==> config.mk <==
export PLATFORM = sky130hd
export DESIGN_NAME = m68k_effective_address_unit
export DESIGN_NICKNAME = d
export VERILOG_FILES = /design/src/rtl/core/m68k_eau_pkg.sv /design/src/rtl/core/m68k_eau_regfile.sv /design/src/rtl/core/m68k_eau_calc.sv /design/src/rtl/core/m68k_effective_address_unit.sv
export VERILOG_INCLUDE_DIRS = /design/src /design/src/rtl/core
export SDC_FILE = /design/constraint.sdc
export NUM_CORES = 2
export LEC_CHECK = 0
export ABC_CLOCK_PERIOD_IN_PS = 16600
export BUFFER_PORTS_ARGS = -buffer_cell sky130_fd_sc_hd__buf_2
export CORE_MARGIN = 3
export CORE_UTILIZATION = 40
export DETAILED_ROUTE_END_ITERATION = 12
export PLACE_DENSITY = 0.59
export SYNTH_ARGS = -nofsm -noshare
export SYNTH_HDL_FRONTEND = slang
export SYNTH_SLANG_ARGS = --single-unit
==> constraint.sdc <==
create_clock -name aclk -period 16.6 [get_ports aclk]
set_input_delay 1.66 -clock aclk [delete_from_list [all_inputs] [get_ports aclk]]
set_output_delay 1.66 -clock aclk [all_outputs]
set_load 0.02 [all_outputs]
==> src/rtl/core/m68k_effective_address_unit_defines.svh <==
// ----------------------------------------------------------------------------
// m68k effective address unit assertion macros
// Concurrent assertion wrappers; they compile to nothing when SYNTH is set.
// ----------------------------------------------------------------------------
`ifndef M68K_EFFECTIVE_ADDRESS_UNIT_DEFINES_SVH
`define M68K_EFFECTIVE_ADDRESS_UNIT_DEFINES_SVH

`ifndef SYNTH
`define M68K_EAU_ASSERT_IMP(label, clk, rstn, ante, cons, msg) \
    label: assert property (@(posedge clk) disable iff (!rstn) (ante) |-> (cons)) \
        else $error(msg);
`define M68K_EAU_ASSERT_NXT(label, clk, rstn, ante, cons, msg) \
    label: assert property (@(posedge clk) disable iff (!rstn) (ante) |=> (cons)) \
        else $error(msg);
`else
`define M68K_EAU_ASSERT_IMP(label, clk, rstn, ante, cons, msg)
`define M68K_EAU_ASSERT_NXT(label, clk, rstn, ante, cons, msg)
`endif

`endif

==> src/rtl/core/m68k_eau_pkg.sv <==
// ----------------------------------------------------------------------------
// m68k effective address unit package
// Shared constants, request/result/pending/register-write types and the index scaling helper.
// ----------------------------------------------------------------------------
package m68k_eau_pkg;

    localparam int REG_COUNT = 16;

    localparam logic [4:0] NO_INDEX = 5'd16;

    // request kinds
    localparam logic [1:0] KIND_WRITE  = 2'd0;
    localparam logic [1:0] KIND_CALC   = 2'd1;
    localparam logic [1:0] KIND_RETURN = 2'd2;

    // addressing modes
    localparam logic [2:0] MODE_AIND    = 3'd2;
    localparam logic [2:0] MODE_POSTINC = 3'd3;
    localparam logic [2:0] MODE_PREDEC  = 3'd4;
    localparam logic [2:0] MODE_DISP    = 3'd5;
    localparam logic [2:0] MODE_INDEX   = 3'd6;
    localparam logic [2:0] MODE_SPECIAL = 3'd7;

    // mode 7 register field
    localparam logic [2:0] SPEC_ABS_SHORT = 3'd0;
    localparam logic [2:0] SPEC_ABS_LONG  = 3'd1;
    localparam logic [2:0] SPEC_PC_DISP   = 3'd2;
    localparam logic [2:0] SPEC_PC_INDEX  = 3'd3;

    // full format fields
    localparam logic [1:0] BD_RESERVED  = 2'd0;
    localparam logic [1:0] BD_NULL      = 2'd1;
    localparam logic [2:0] IIS_NONE     = 3'd0;
    localparam logic [2:0] IIS_RESERVED = 3'd4;

    typedef struct packed {
        logic [1:0]  kind;
        logic [3:0]  write_index;
        logic [31:0] data_value;
        logic [2:0]  ea_mode;
        logic [2:0]  ea_register;
        logic [2:0]  operand_bytes;
        logic [31:0] instr_address;
        logic [2:0]  ext_offset;
        logic [15:0] ext_word;
        logic [31:0] base_disp;
        logic [31:0] outer_disp;
    } req_t;

    typedef struct packed {
        logic [31:0] address;
        logic        program_space;
        logic        indirect_read;
        logic        fault;
    } result_t;

    typedef struct packed {
        logic        ind;
        logic [4:0]  sel;
        logic        idx_long;
        logic [1:0]  scale;
        logic [31:0] od;
    } pend_t;

    typedef struct packed {
        logic        en;
        logic [3:0]  idx;
        logic [31:0] data;
    } rf_wr_t;

    function automatic logic [31:0] index_value(logic [31:0] v, logic is_long,
                                                logic [1:0] scale);
        logic [31:0] x;
        x = is_long ? v : {{16{v[15]}}, v[15:0]};
        return x << scale;
    endfunction

endpackage

==> src/rtl/core/m68k_eau_regfile.sv <==
// ----------------------------------------------------------------------------
// m68k effective address unit register file
// D0-D7/A0-A7 store: one write port, two registered write-first read ports,
// per-entry valid bits so unwritten entries read as zero after reset.
// ----------------------------------------------------------------------------
module m68k_eau_regfile
    import m68k_eau_pkg::*;
#(
    parameter int DEPTH = REG_COUNT,
    localparam int AW = $clog2(DEPTH)
) (
    input  logic          aclk,
    input  logic          aresetn,
    input  logic          wr_en,
    input  logic [AW-1:0] wr_addr,
    input  logic [31:0]   wr_data,
    input  logic          rd_en,
    input  logic [AW-1:0] rd_addr_a,
    input  logic [AW-1:0] rd_addr_b,
    output logic [31:0]   rd_data_a,
    output logic [31:0]   rd_data_b
);

    logic [31:0]      ram [DEPTH];
    logic [DEPTH-1:0] valid_reg;
    logic [31:0]      rd_a_reg;
    logic [31:0]      rd_b_reg;

    always_ff @(posedge aclk) begin
        if (wr_en) begin
            ram[wr_addr] <= wr_data;
        end
    end

    always_ff @(posedge aclk) begin
        if (!aresetn) begin
            valid_reg <= '0;
        end else if (wr_en) begin
            valid_reg[wr_addr] <= 1'b1;
        end
    end

    // write-first: same-edge write is forwarded to the read
    always_ff @(posedge aclk) begin
        if (rd_en) begin
            if (wr_en && wr_addr == rd_addr_a) begin
                rd_a_reg <= wr_data;
            end else begin
                rd_a_reg <= valid_reg[rd_addr_a] ? ram[rd_addr_a] : '0;
            end
            if (wr_en && wr_addr == rd_addr_b) begin
                rd_b_reg <= wr_data;
            end else begin
                rd_b_reg <= valid_reg[rd_addr_b] ? ram[rd_addr_b] : '0;
            end
        end
    end

    assign rd_data_a = rd_a_reg;
    assign rd_data_b = rd_b_reg;

endmodule

==> src/rtl/core/m68k_eau_calc.sv <==
// ----------------------------------------------------------------------------
// m68k effective address unit address calculation
// Decodes one request against register data and pending indirection state;
// produces the result, the register file write and the next pending state.
// ----------------------------------------------------------------------------
module m68k_eau_calc
    import m68k_eau_pkg::*;
(
    input  req_t        req,
    input  logic        cpu_model,
    input  logic [31:0] base_data,
    input  logic [31:0] index_data,
    input  pend_t       pend,
    output result_t     result,
    output rf_wr_t      rf_wr,
    output pend_t       pend_next
);

    always_comb begin
        logic        size_bad;
        logic [2:0]  step;
        logic [31:0] pc_adj;
        logic [31:0] base;
        logic [31:0] bd;
        logic [31:0] idx_scaled;
        logic [31:0] idx;
        logic [31:0] pend_idx;
        logic [1:0]  scale;
        logic [2:0]  iis;
        logic        indexed;
        logic        pc_base;

        result     = '0;
        rf_wr.en   = 1'b0;
        rf_wr.idx  = req.write_index;
        rf_wr.data = req.data_value;
        pend_next  = pend;

        size_bad   = (req.operand_bytes == 3'd3) || (req.operand_bytes > 3'd4);
        step       = (req.ea_register == 3'd7 && req.operand_bytes == 3'd1) ?
                     3'd2 : req.operand_bytes;
        pc_adj     = req.instr_address + {29'b0, req.ext_offset};
        scale      = cpu_model ? req.ext_word[10:9] : 2'b00;
        idx_scaled = index_value(index_data, req.ext_word[11], scale);
        iis        = req.ext_word[2:0];
        bd         = req.base_disp;
        base       = base_data;
        idx        = idx_scaled;
        indexed    = 1'b0;
        pc_base    = 1'b0;
        pend_idx   = pend.sel[4] ? 32'd0 : index_value(index_data, pend.idx_long, pend.scale);

        unique case (req.kind)
            KIND_WRITE: begin
                rf_wr.en = 1'b1;
            end
            KIND_CALC: begin
                pend_next.ind = 1'b0;
                pend_next.sel = NO_INDEX;
                if (size_bad || req.ea_mode < MODE_AIND) begin
                    result.fault = 1'b1;
                end else begin
                    unique case (req.ea_mode)
                        MODE_AIND: begin
                            result.address = base_data;
                        end
                        MODE_POSTINC: begin
                            result.address = base_data;
                            rf_wr.en       = 1'b1;
                            rf_wr.idx      = {1'b1, req.ea_register};
                            rf_wr.data     = base_data + {29'b0, step};
                        end
                        MODE_PREDEC: begin
                            result.address = base_data - {29'b0, step};
                            rf_wr.en       = 1'b1;
                            rf_wr.idx      = {1'b1, req.ea_register};
                            rf_wr.data     = base_data - {29'b0, step};
                        end
                        MODE_DISP: begin
                            result.address = base_data + bd;
                        end
                        MODE_INDEX: begin
                            indexed = 1'b1;
                        end
                        MODE_SPECIAL: begin
                            unique case (req.ea_register)
                                SPEC_ABS_SHORT, SPEC_ABS_LONG: begin
                                    result.address = bd;
                                end
                                SPEC_PC_DISP: begin
                                    result.address       = pc_adj + bd;
                                    result.program_space = 1'b1;
                                end
                                SPEC_PC_INDEX: begin
                                    indexed = 1'b1;
                                    pc_base = 1'b1;
                                end
                                default: begin
                                    result.fault = 1'b1;
                                end
                            endcase
                        end
                        default: begin
                            result.fault = 1'b1;
                        end
                    endcase
                end

                if (indexed) begin
                    base = pc_base ? pc_adj : base_data;
                    if (!req.ext_word[8]) begin
                        // brief format
                        result.address = base + {{24{req.ext_word[7]}}, req.ext_word[7:0]}
                                         + idx_scaled;
                        result.program_space = pc_base;
                    end else if (!cpu_model || req.ext_word[5:4] == BD_RESERVED ||
                                 iis == IIS_RESERVED || (req.ext_word[6] && iis[2])) begin
                        result.fault = 1'b1;
                    end else begin
                        // full format
                        if (req.ext_word[7]) begin
                            base = '0;
                        end
                        if (req.ext_word[5:4] == BD_NULL) begin
                            bd = '0;
                        end
                        if (req.ext_word[6]) begin
                            idx = '0;
                        end
                        result.program_space = pc_base;
                        if (iis[2]) begin
                            result.address = base + bd;
                        end else begin
                            result.address = base + idx + bd;
                        end
                        if (iis != IIS_NONE) begin
                            result.indirect_read = 1'b1;
                            pend_next.ind        = 1'b1;
                            pend_next.sel        = iis[2] ? {1'b0, req.ext_word[15:12]}
                                                          : NO_INDEX;
                            pend_next.idx_long   = req.ext_word[11];
                            pend_next.scale      = scale;
                            pend_next.od         = iis[1] ? req.outer_disp : 32'd0;
                        end
                    end
                end
            end
            KIND_RETURN: begin
                if (pend.ind) begin
                    result.address = req.data_value + pend_idx + pend.od;
                    pend_next.ind  = 1'b0;
                    pend_next.sel  = NO_INDEX;
                end else begin
                    result.fault = 1'b1;
                end
            end
            default: begin
                result.fault = 1'b1;
            end
        endcase
    end

endmodule

==> src/rtl/core/m68k_effective_address_unit.sv <==
// ----------------------------------------------------------------------------
// m68k effective address unit
// Holds D0-D7/A0-A7 and computes 68k effective addresses per request.
// ----------------------------------------------------------------------------
// Usage:
//   Requests enter on s_valid/s_ready: write a register (kind 0), compute an
//   address (kind 1) or return the long read at an indirect pointer (kind 2).
//   Each request gives exactly one result on m_valid/m_ready: address,
//   program_space, indirect_read and fault.
//   m_valid rises once the request has passed the input register (with a
//   registered register file read) and then the result register.
//   Throughput is one request per cycle while m_ready is high; any request
//   may follow the one before it directly, since the register file read
//   forwards a same-cycle write and the pending index select is forwarded
//   from the calculation stage.
//   When indirect_read is set the caller reads the long at address and sends
//   it back as a kind 2 request to get the final address.
//   If m_ready is low the result is held and one more request is taken into
//   the input register; s_ready then drops until the result moves.
//   cfg_wr_en/cfg_wr_data write cpu_model (0: 68000/010, 1: 68020/030) and
//   must only be used while idle. Reset clears all registers to zero, drops
//   any pending indirection and sets cpu_model to 0; no warm-up is needed.
// ----------------------------------------------------------------------------
`include "m68k_effective_address_unit_defines.svh"

module m68k_effective_address_unit
    import m68k_eau_pkg::*;
#(
    parameter int REGISTER_COUNT = REG_COUNT
) (
    input  logic               aclk,
    input  logic               aresetn,

    input  logic               cfg_wr_en,
    input  logic               cfg_wr_data,

    input  logic               s_valid,
    output logic               s_ready,
    input  logic [1:0]         s_kind,
    input  logic [3:0]         s_write_index,
    input  logic [31:0]        s_data_value,
    input  logic [2:0]         s_ea_mode,
    input  logic [2:0]         s_ea_register,
    input  logic [2:0]         s_operand_bytes,
    input  logic [31:0]        s_instr_address,
    input  logic [2:0]         s_ext_offset,
    input  logic [15:0]        s_ext_word,
    input  logic signed [31:0] s_base_disp,
    input  logic signed [31:0] s_outer_disp,

    output logic               m_valid,
    input  logic               m_ready,
    output logic [31:0]        m_address,
    output logic               m_program_space,
    output logic               m_indirect_read,
    output logic               m_fault
);

    localparam int RF_AW = $clog2(REGISTER_COUNT);

    req_t             s_req;
    req_t             req_reg;
    logic             in_vld_reg;
    logic             m_vld_reg;
    result_t          result_reg;
    result_t          result_next;
    pend_t            pend_reg;
    pend_t            pend_next;
    rf_wr_t           rf_wr;
    logic             cpu_model_reg;
    logic             accept;
    logic             fire;
    logic [4:0]       pend_sel_fwd;
    logic [RF_AW-1:0] rd_addr_a;
    logic [RF_AW-1:0] rd_addr_b;
    logic [31:0]      base_data;
    logic [31:0]      index_data;

    assign s_req = '{
        kind:          s_kind,
        write_index:   s_write_index,
        data_value:    s_data_value,
        ea_mode:       s_ea_mode,
        ea_register:   s_ea_register,
        operand_bytes: s_operand_bytes,
        instr_address: s_instr_address,
        ext_offset:    s_ext_offset,
        ext_word:      s_ext_word,
        base_disp:     s_base_disp,
        outer_disp:    s_outer_disp
    };

    assign fire    = in_vld_reg && (!m_vld_reg || m_ready);
    assign s_ready = !in_vld_reg || !m_vld_reg || m_ready;
    assign accept  = s_valid && s_ready;

    // pending select as it stands after the request now in calculation
    assign pend_sel_fwd = fire ? pend_next.sel : pend_reg.sel;
    assign rd_addr_a    = RF_AW'({1'b1, s_ea_register});
    assign rd_addr_b    = (s_kind == KIND_RETURN) ? RF_AW'(pend_sel_fwd[3:0])
                                                  : RF_AW'(s_ext_word[15:12]);

    m68k_eau_regfile #(
        .DEPTH (REGISTER_COUNT)
    ) u_regfile (
        .aclk      (aclk),
        .aresetn   (aresetn),
        .wr_en     (fire && rf_wr.en),
        .wr_addr   (RF_AW'(rf_wr.idx)),
        .wr_data   (rf_wr.data),
        .rd_en     (accept),
        .rd_addr_a (rd_addr_a),
        .rd_addr_b (rd_addr_b),
        .rd_data_a (base_data),
        .rd_data_b (index_data)
    );

    m68k_eau_calc u_calc (
        .req        (req_reg),
        .cpu_model  (cpu_model_reg),
        .base_data  (base_data),
        .index_data (index_data),
        .pend       (pend_reg),
        .result     (result_next),
        .rf_wr      (rf_wr),
        .pend_next  (pend_next)
    );

    always_ff @(posedge aclk) begin
        if (!aresetn) begin
            cpu_model_reg <= 1'b0;
        end else if (cfg_wr_en) begin
            cpu_model_reg <= cfg_wr_data;
        end
    end

    always_ff @(posedge aclk) begin
        if (!aresetn) begin
            in_vld_reg <= 1'b0;
        end else if (accept) begin
            in_vld_reg <= 1'b1;
        end else if (fire) begin
            in_vld_reg <= 1'b0;
        end
    end

    always_ff @(posedge aclk) begin
        if (accept) begin
            req_reg <= s_req;
        end
    end

    always_ff @(posedge aclk) begin
        if (!aresetn) begin
            m_vld_reg <= 1'b0;
        end else if (fire) begin
            m_vld_reg <= 1'b1;
        end else if (m_ready) begin
            m_vld_reg <= 1'b0;
        end
    end

    always_ff @(posedge aclk) begin
        if (fire) begin
            result_reg <= result_next;
        end
    end

    always_ff @(posedge aclk) begin
        if (!aresetn) begin
            pend_reg <= '{ind: 1'b0, sel: NO_INDEX, idx_long: 1'b0, scale: 2'b00, od: 32'd0};
        end else if (fire) begin
            pend_reg <= pend_next;
        end
    end

    assign m_valid         = m_vld_reg;
    assign m_address       = result_reg.address;
    assign m_program_space = result_reg.program_space;
    assign m_indirect_read = result_reg.indirect_read;
    assign m_fault         = result_reg.fault;

    `M68K_EAU_ASSERT_IMP(a_fault_clean, aclk, aresetn, m_vld_reg && result_reg.fault, result_reg.address == 32'd0 && !result_reg.program_space && !result_reg.indirect_read, "fault result carries nonzero fields")
    `M68K_EAU_ASSERT_IMP(a_sel_needs_pend, aclk, aresetn, pend_reg.sel != NO_INDEX, pend_reg.ind, "post-index select without pending indirection")
    `M68K_EAU_ASSERT_IMP(a_sel_range, aclk, aresetn, pend_reg.sel[4], pend_reg.sel[3:0] == 4'd0, "pending select out of range")
    `M68K_EAU_ASSERT_IMP(a_ind_pending, aclk, aresetn, m_vld_reg && result_reg.indirect_read, pend_reg.ind, "pointer result shown without pending indirection")
    `M68K_EAU_ASSERT_NXT(a_fire_shows, aclk, aresetn, fire, m_vld_reg, "calculated request did not reach result register")

endmodule
Yosys cells after proc, flatten, opt, wreduce, memory -nomap -nowiden
Memories as Yosys holds them, arrays and structs flattened.
Cells that the tools add are included.

word-level totals
  flip-flop bits (word level) = 321
  memories = 1
  bits in writable memories = 512
  word-level logic and storage cells = 181
  bits of input ports = 168
  output and inout port bits = 37

cells by class
  magnitude comparators = 6
  shift-type cells = 2
  mux-type cells = 77
  $add $sub $neg = 12
  bitwise logic cells = 5
  reduce and logical (&&, ||, !) cells = 33
  eq/ne operators = 19

memories
  name           words  width  rd ports  clocked after memory_dff  write ports  line                    source
  u_regfile.ram  16     32     2         0                         1            m68k_eau_regfile.sv:24  logic [31:0] ram [DEPTH];

operator list
  operator                                                    count
  2-to-1 mux 32 bit                                           26
  adder 32 bit                                                9
  2-to-1 mux 41 bit                                           4
  case mux 32 bit (2 select lines)                            2
  case mux 32 bit (4 select lines)                            1
  case mux 37 bit (2 select lines)                            1
  2-to-1 mux 33 bit                                           2
  adder 32 x 3 -> 32 bit                                      2
  left shift 32 x 2 -> 32 bit                                 2
  2-to-1 mux 37 bit                                           1
  2-to-1 mux 36 bit                                           1
  2-to-1 mux 35 bit                                           1
  2-to-1 mux 34 bit                                           1
  subtractor 32 x 3 -> 32 bit                                 1
  2-to-1 mux 1 bit                                            22
  == test 3 bit, second input constant                        6
  OR 16 bit                                                   1
  == test 3 x 2 -> 1 bit, second input constant               5
  less-than comparator 4 x 5 -> 1 bit, second input constant  3
  case mux 6 bit (2 select lines)                             1
  2-to-1 mux 5 bit                                            2
  == test 4 bit                                               2
  logical AND 1 bit                                           8
  logical OR 1 bit                                            8
  other kinds (25)                                            42

Logic depth before layout (Yosys ltp)
  depth in word-level cells = 18
  depth in mapped cells = 27
  depth with buffers taken out = 26

By module
From an unflattened synthesis, not the netlist that was laid out.

second synthesis, totals
  cell total of the unflattened synthesis = 4540
  area, all modules = 53939.2 um2

modules (own cells, without submodules)
  module                       cells an instance  sequential area each (um2)  area an instance (um2)  times used
  m68k_eau_regfile             1368               17616.9                     26837.0                 1
  m68k_eau_calc                2763               0.0                         19313.5                 1
  m68k_effective_address_unit  409                6796.5                      7788.7                  1

Worst setup path after synthesis
Ideal clock, no wire load.

  kind = input port to flip-flop
  start point = input port m_ready
  end point = register req_reg[0] (netlist name), enable pin
  required time = 15.985 ns
  setup time = 0.615 ns
  cell stages on the path = 3
  path buffers = 0
  slack = 8.898 ns
  data arrival time = 7.087 ns
  cell sequence = nor2b_1 > nand2_1 > and2_1

on the way
  longest elaborated chain between the ends = 2

RTL lines
  element                 line                                source
  start: declaration      m68k_effective_address_unit.sv:52   input logic m_ready,
  logical OR 1 bit        m68k_effective_address_unit.sv:94   assign s_ready = !in_vld_reg || !m_vld_reg || m_ready;
  named net s_ready       m68k_effective_address_unit.sv:38   output logic s_ready,
  logical AND 1 bit       m68k_effective_address_unit.sv:95   assign accept = s_valid && s_ready;
  named net accept        m68k_effective_address_unit.sv:71   logic accept;
  end signal: assignment  m68k_effective_address_unit.sv:149  req_reg <= s_req;
  end: declaration        m68k_effective_address_unit.sv:62   req_t req_reg;

The timed path passes the listed nets, and every way through them passes these cells.
A chain may end at the register's enable or synchronous reset.

==> results.txt <==
run status: finished, final reports clean
Setup Skew: 0.05404 ns
Synth Cell Area: 52,840 sq um
slew at the pin with the worst max-slew slack: 1.330 ns
Final Util: 45.04%
simple-gate area share of the yosys netlist: 10.83%
count of standard-cell rows: 132
RSZ-0062 raised after global routing: false
overall global routing resource usage: 27.59%
instance count of the mapped netlist: 4,806
Layout area overhead: 11.08%
detailed-route wire length on metal 1: 79,290 um
violation count after the first detailed-routing iteration: 4,402
xor/xnor share of the synthesized area: 3.642%
clock-pin slew on the worst setup and hold paths: 0.06 ns
Synth Net Count: 5,297
VDD IR max: 0.07728 mV
CP Class: flop to flop
amount of wire on met2 after detailed routing: 84,360 um
Die Span Y: 369.4 um
share of the synthesized area in compound gates (AO/OA/AOI/OAI): 17.46%
number of synthesis warnings: 0
async set or reset register ratio after synthesis: 0%
first-pass GRT wire length: 274,100 um
endpoint kind of the worst setup timing path: flop
# nets final: 5,389
crit path time final: 7.005 ns
DP Wirelength: 140,900 um
num ports: 205
Static Leakage: 21.87 nW
post-synth top area share: 43.93%
setup tns final: 0 ns
per-instance average area after synthesis: 10.99 sq um
post-route DRC violation count: 0
total iterations of the first detailed-routing run: 7
final worst slack: 9.595 ns
Die X-Extent: 369.4 um
number of post-CTS setup repair buffers: 0
highest metal layer used by the detailed router: met5
root cell of the clock tree: sky130_fd_sc_hd__clkbuf_16
dominant cells by area after synthesis: sky130_fd_sc_hd__edfxtp_1 44%, sky130_fd_sc_hd__ha_1 5.2%, sky130_fd_sc_hd__mux2i_1 4.5%, sky130_fd_sc_hd__a211oi_1 4.0%, sky130_fd_sc_hd__fa_1 3.9%
maximum fanout along the worst path: 36
# clock sinks: 833
part of the cycle the worst path needs: 42.20%
largest family of logic cells by synthesized area: compound AO/OA/AOI/OAI gates
final setup violation count: 0
total power per unit cell area: 93.62 nW/um^2
later-pin clock latency in the skew report: 0.71 ns
deepest level of the CTS H-tree: 3
Layout fillers: 12.17k
Hold Violations, Final: 0
clock tree from TritonCTS: done
Tightest Hold Check Type: flop to flop
number of resized instances in the post-cts repair step: 0
Port Buffer Count: 204
biggest area consumer among synthesized cells: sky130_fd_sc_hd__edfxtp_1
startpoint types: flop
Final Wtd Congestion: 1.053
post-synthesis share of cell area spent on full adders, half adders and majority gates: 9.120%
number of buffers on the longest clock path: 3
number of flops mapped to enable cells by yosys: 773
worst slew margin relative to its limit: 10.77%
Via density: 6.040
register bit total from synthesis: 833
number of antenna violations at the first check in global routing: 6
Arrival @ worst endpoint: 7.35 ns
Congestion Overflow GR: 0
Wirelength per Cell: 28.62 um
Core Area: 130,300 sq um
hold_buf cts: 0
FMAX: 0.1428 GHz
met3 routed wirelength: 15,260 um
count of final max-slew check failures: 0
sequential element share of the synthesized area: 46.21%
pin count of the biggest net entering global routing: 135
fraction of layout cells with a size suffix above 1: 12.47%
library cells used by synthesis: 102
area of the die: 136,500 sq um
effective utilization at floorplan: 40.55%
number of CTS-inserted buffers: 91
Top FF cell, synth: sky130_fd_sc_hd__edfxtp_1
remaining number of nets flagged by the antenna check after routing: 0
Via Count: 40.57k
post-synthesis mux area share: 8.696%
number of max-capacitance violations reported: 0
pre-CTS worst setup slack: 9.647 ns
wire length after detailed routing: 192,300 um
vias in the first global route: 38.65k
critical path required time: 16.94 ns
max FFs per register: 512
-- where the power goes --
part / total, mW / switching, mW / internal (mW) / leakage, nW
clock network: 2.05 / 0.875 / 1.17 / 1.47
registers: 2.42 / 0.0733 / 2.34 / 7.67
logic: 1.03 / 0.662 / 0.367 / 12.7
-- cells in the mapped netlist (all sizes together), types with 119 or more instances --
cell type and number:
o21ai 168, a21oi 391, mux2i 237, nor2 239, edfxtp 773, clkbuf 193
xnor2 119, inv 235, ha 221, a211oi 284, nor2b 168, nand2 349
-- metrics by stage --
step / hold slack (ns) / power (mW) / cells / instance area (sq um)
detailed placement: 0.4484 / 3.461 / 6547 / 55670
global placement: 0.4393 / 3.460 / 6547 / 55670
CTS: 0.4627 / 5.520 / 6715 / 58680
floorplan: 0.4336 / 3.115 / 4806 / 52840
global route: 0.4831 / 5.712 / 6715 / 58680
finish: 0.4602 / 5.494 / 6717 / 58690
-- metal layers --
metal	global-route usage (%)	vias up
li1	-	18370
met1	36.88	19970
met2	42.02	1785
met3	4.981	443
met4	16.13	4
met5	0	-
-- final timing paths --
kind                                        from                                  end  slack, ns  depth (start not counted)
max reg2reg               req_reg[121]$_DFFE_PP_              m_address[31]$_DFFE_PP_       9.60                         21
max                       req_reg[121]$_DFFE_PP_              m_address[31]$_DFFE_PP_       9.60                         21
min reg2reg  u_regfile.valid_reg[3]$_SDFFE_PN0P_  u_regfile.valid_reg[3]$_SDFFE_PN0P_       0.46                          1
min          u_regfile.valid_reg[3]$_SDFFE_PN0P_  u_regfile.valid_reg[3]$_SDFFE_PN0P_       0.46                          1
-- cells in the final DEF (no fill, tap or decap), drive strengths merged, types with 221 or more instances in the layout --
| cell type | Yosys | final |
|---|---|---|
| nor2 | 239 | 239 |
| edfxtp | 773 | 773 |
| a211oi | 284 | 284 |
| ha | 221 | 221 |
| mux2i | 237 | 237 |
| a21oi | 391 | 391 |
| inv | 235 | 241 |
| nand2 | 349 | 349 |
| buf | 98 | 290 |
-- kinds of logic (layout without fill, tap and decap cells) --
kind of cell | count (synthesis) | after routing
mux | 355 | 355
flops | 833 | 833
fa+ha+maj | 324 | 324
compound gates | 1394 | 1394
other cells | 0 | 2
simple gates | 1155 | 1155
buf+inv | 527 | 694
xor+xnor | 218 | 218
-- worst max-delay path: stages (launching register included) --
cell	delay [ns]
sky130_fd_sc_hd__edfxtp_1	0.67
sky130_fd_sc_hd__nand3_1	0.24
sky130_fd_sc_hd__or3b_2	0.56
sky130_fd_sc_hd__nor3_2	0.18
sky130_fd_sc_hd__buf_4	0.43
sky130_fd_sc_hd__mux2i_1	0.22
sky130_fd_sc_hd__or2_2	0.34
sky130_fd_sc_hd__fa_1	0.53
sky130_fd_sc_hd__inv_1	0.04
sky130_fd_sc_hd__ha_1	0.23
sky130_fd_sc_hd__fa_1	0.50
sky130_fd_sc_hd__a211oi_1	0.24
sky130_fd_sc_hd__nor2_1	0.12
sky130_fd_sc_hd__o21ai_0	0.53
sky130_fd_sc_hd__o21ai_0	0.22
sky130_fd_sc_hd__buf_4	0.21
sky130_fd_sc_hd__a221o_1	0.30
sky130_fd_sc_hd__a21oi_1	0.26
sky130_fd_sc_hd__o21ai_0	0.27
sky130_fd_sc_hd__xnor2_1	0.20
sky130_fd_sc_hd__o2111ai_1	0.19
sky130_fd_sc_hd__a41oi_1	0.15
-- layout make-up --
class	count	area [sq um]	area share, %
Tap cell	1742	2180	3.714
Clock buffer	113	2431	4.142
Multi-Input combinational cell	3446	26510	45.17
Timing Repair Buffer	290	1684	2.870
Sequential cell	833	24410	41.60
Inverter	236	885.9	1.509
Clock inverter	55	580.6	0.9892
Antenna cell	2	5.005	0.008528
Power figures use the tool's default switching activity.
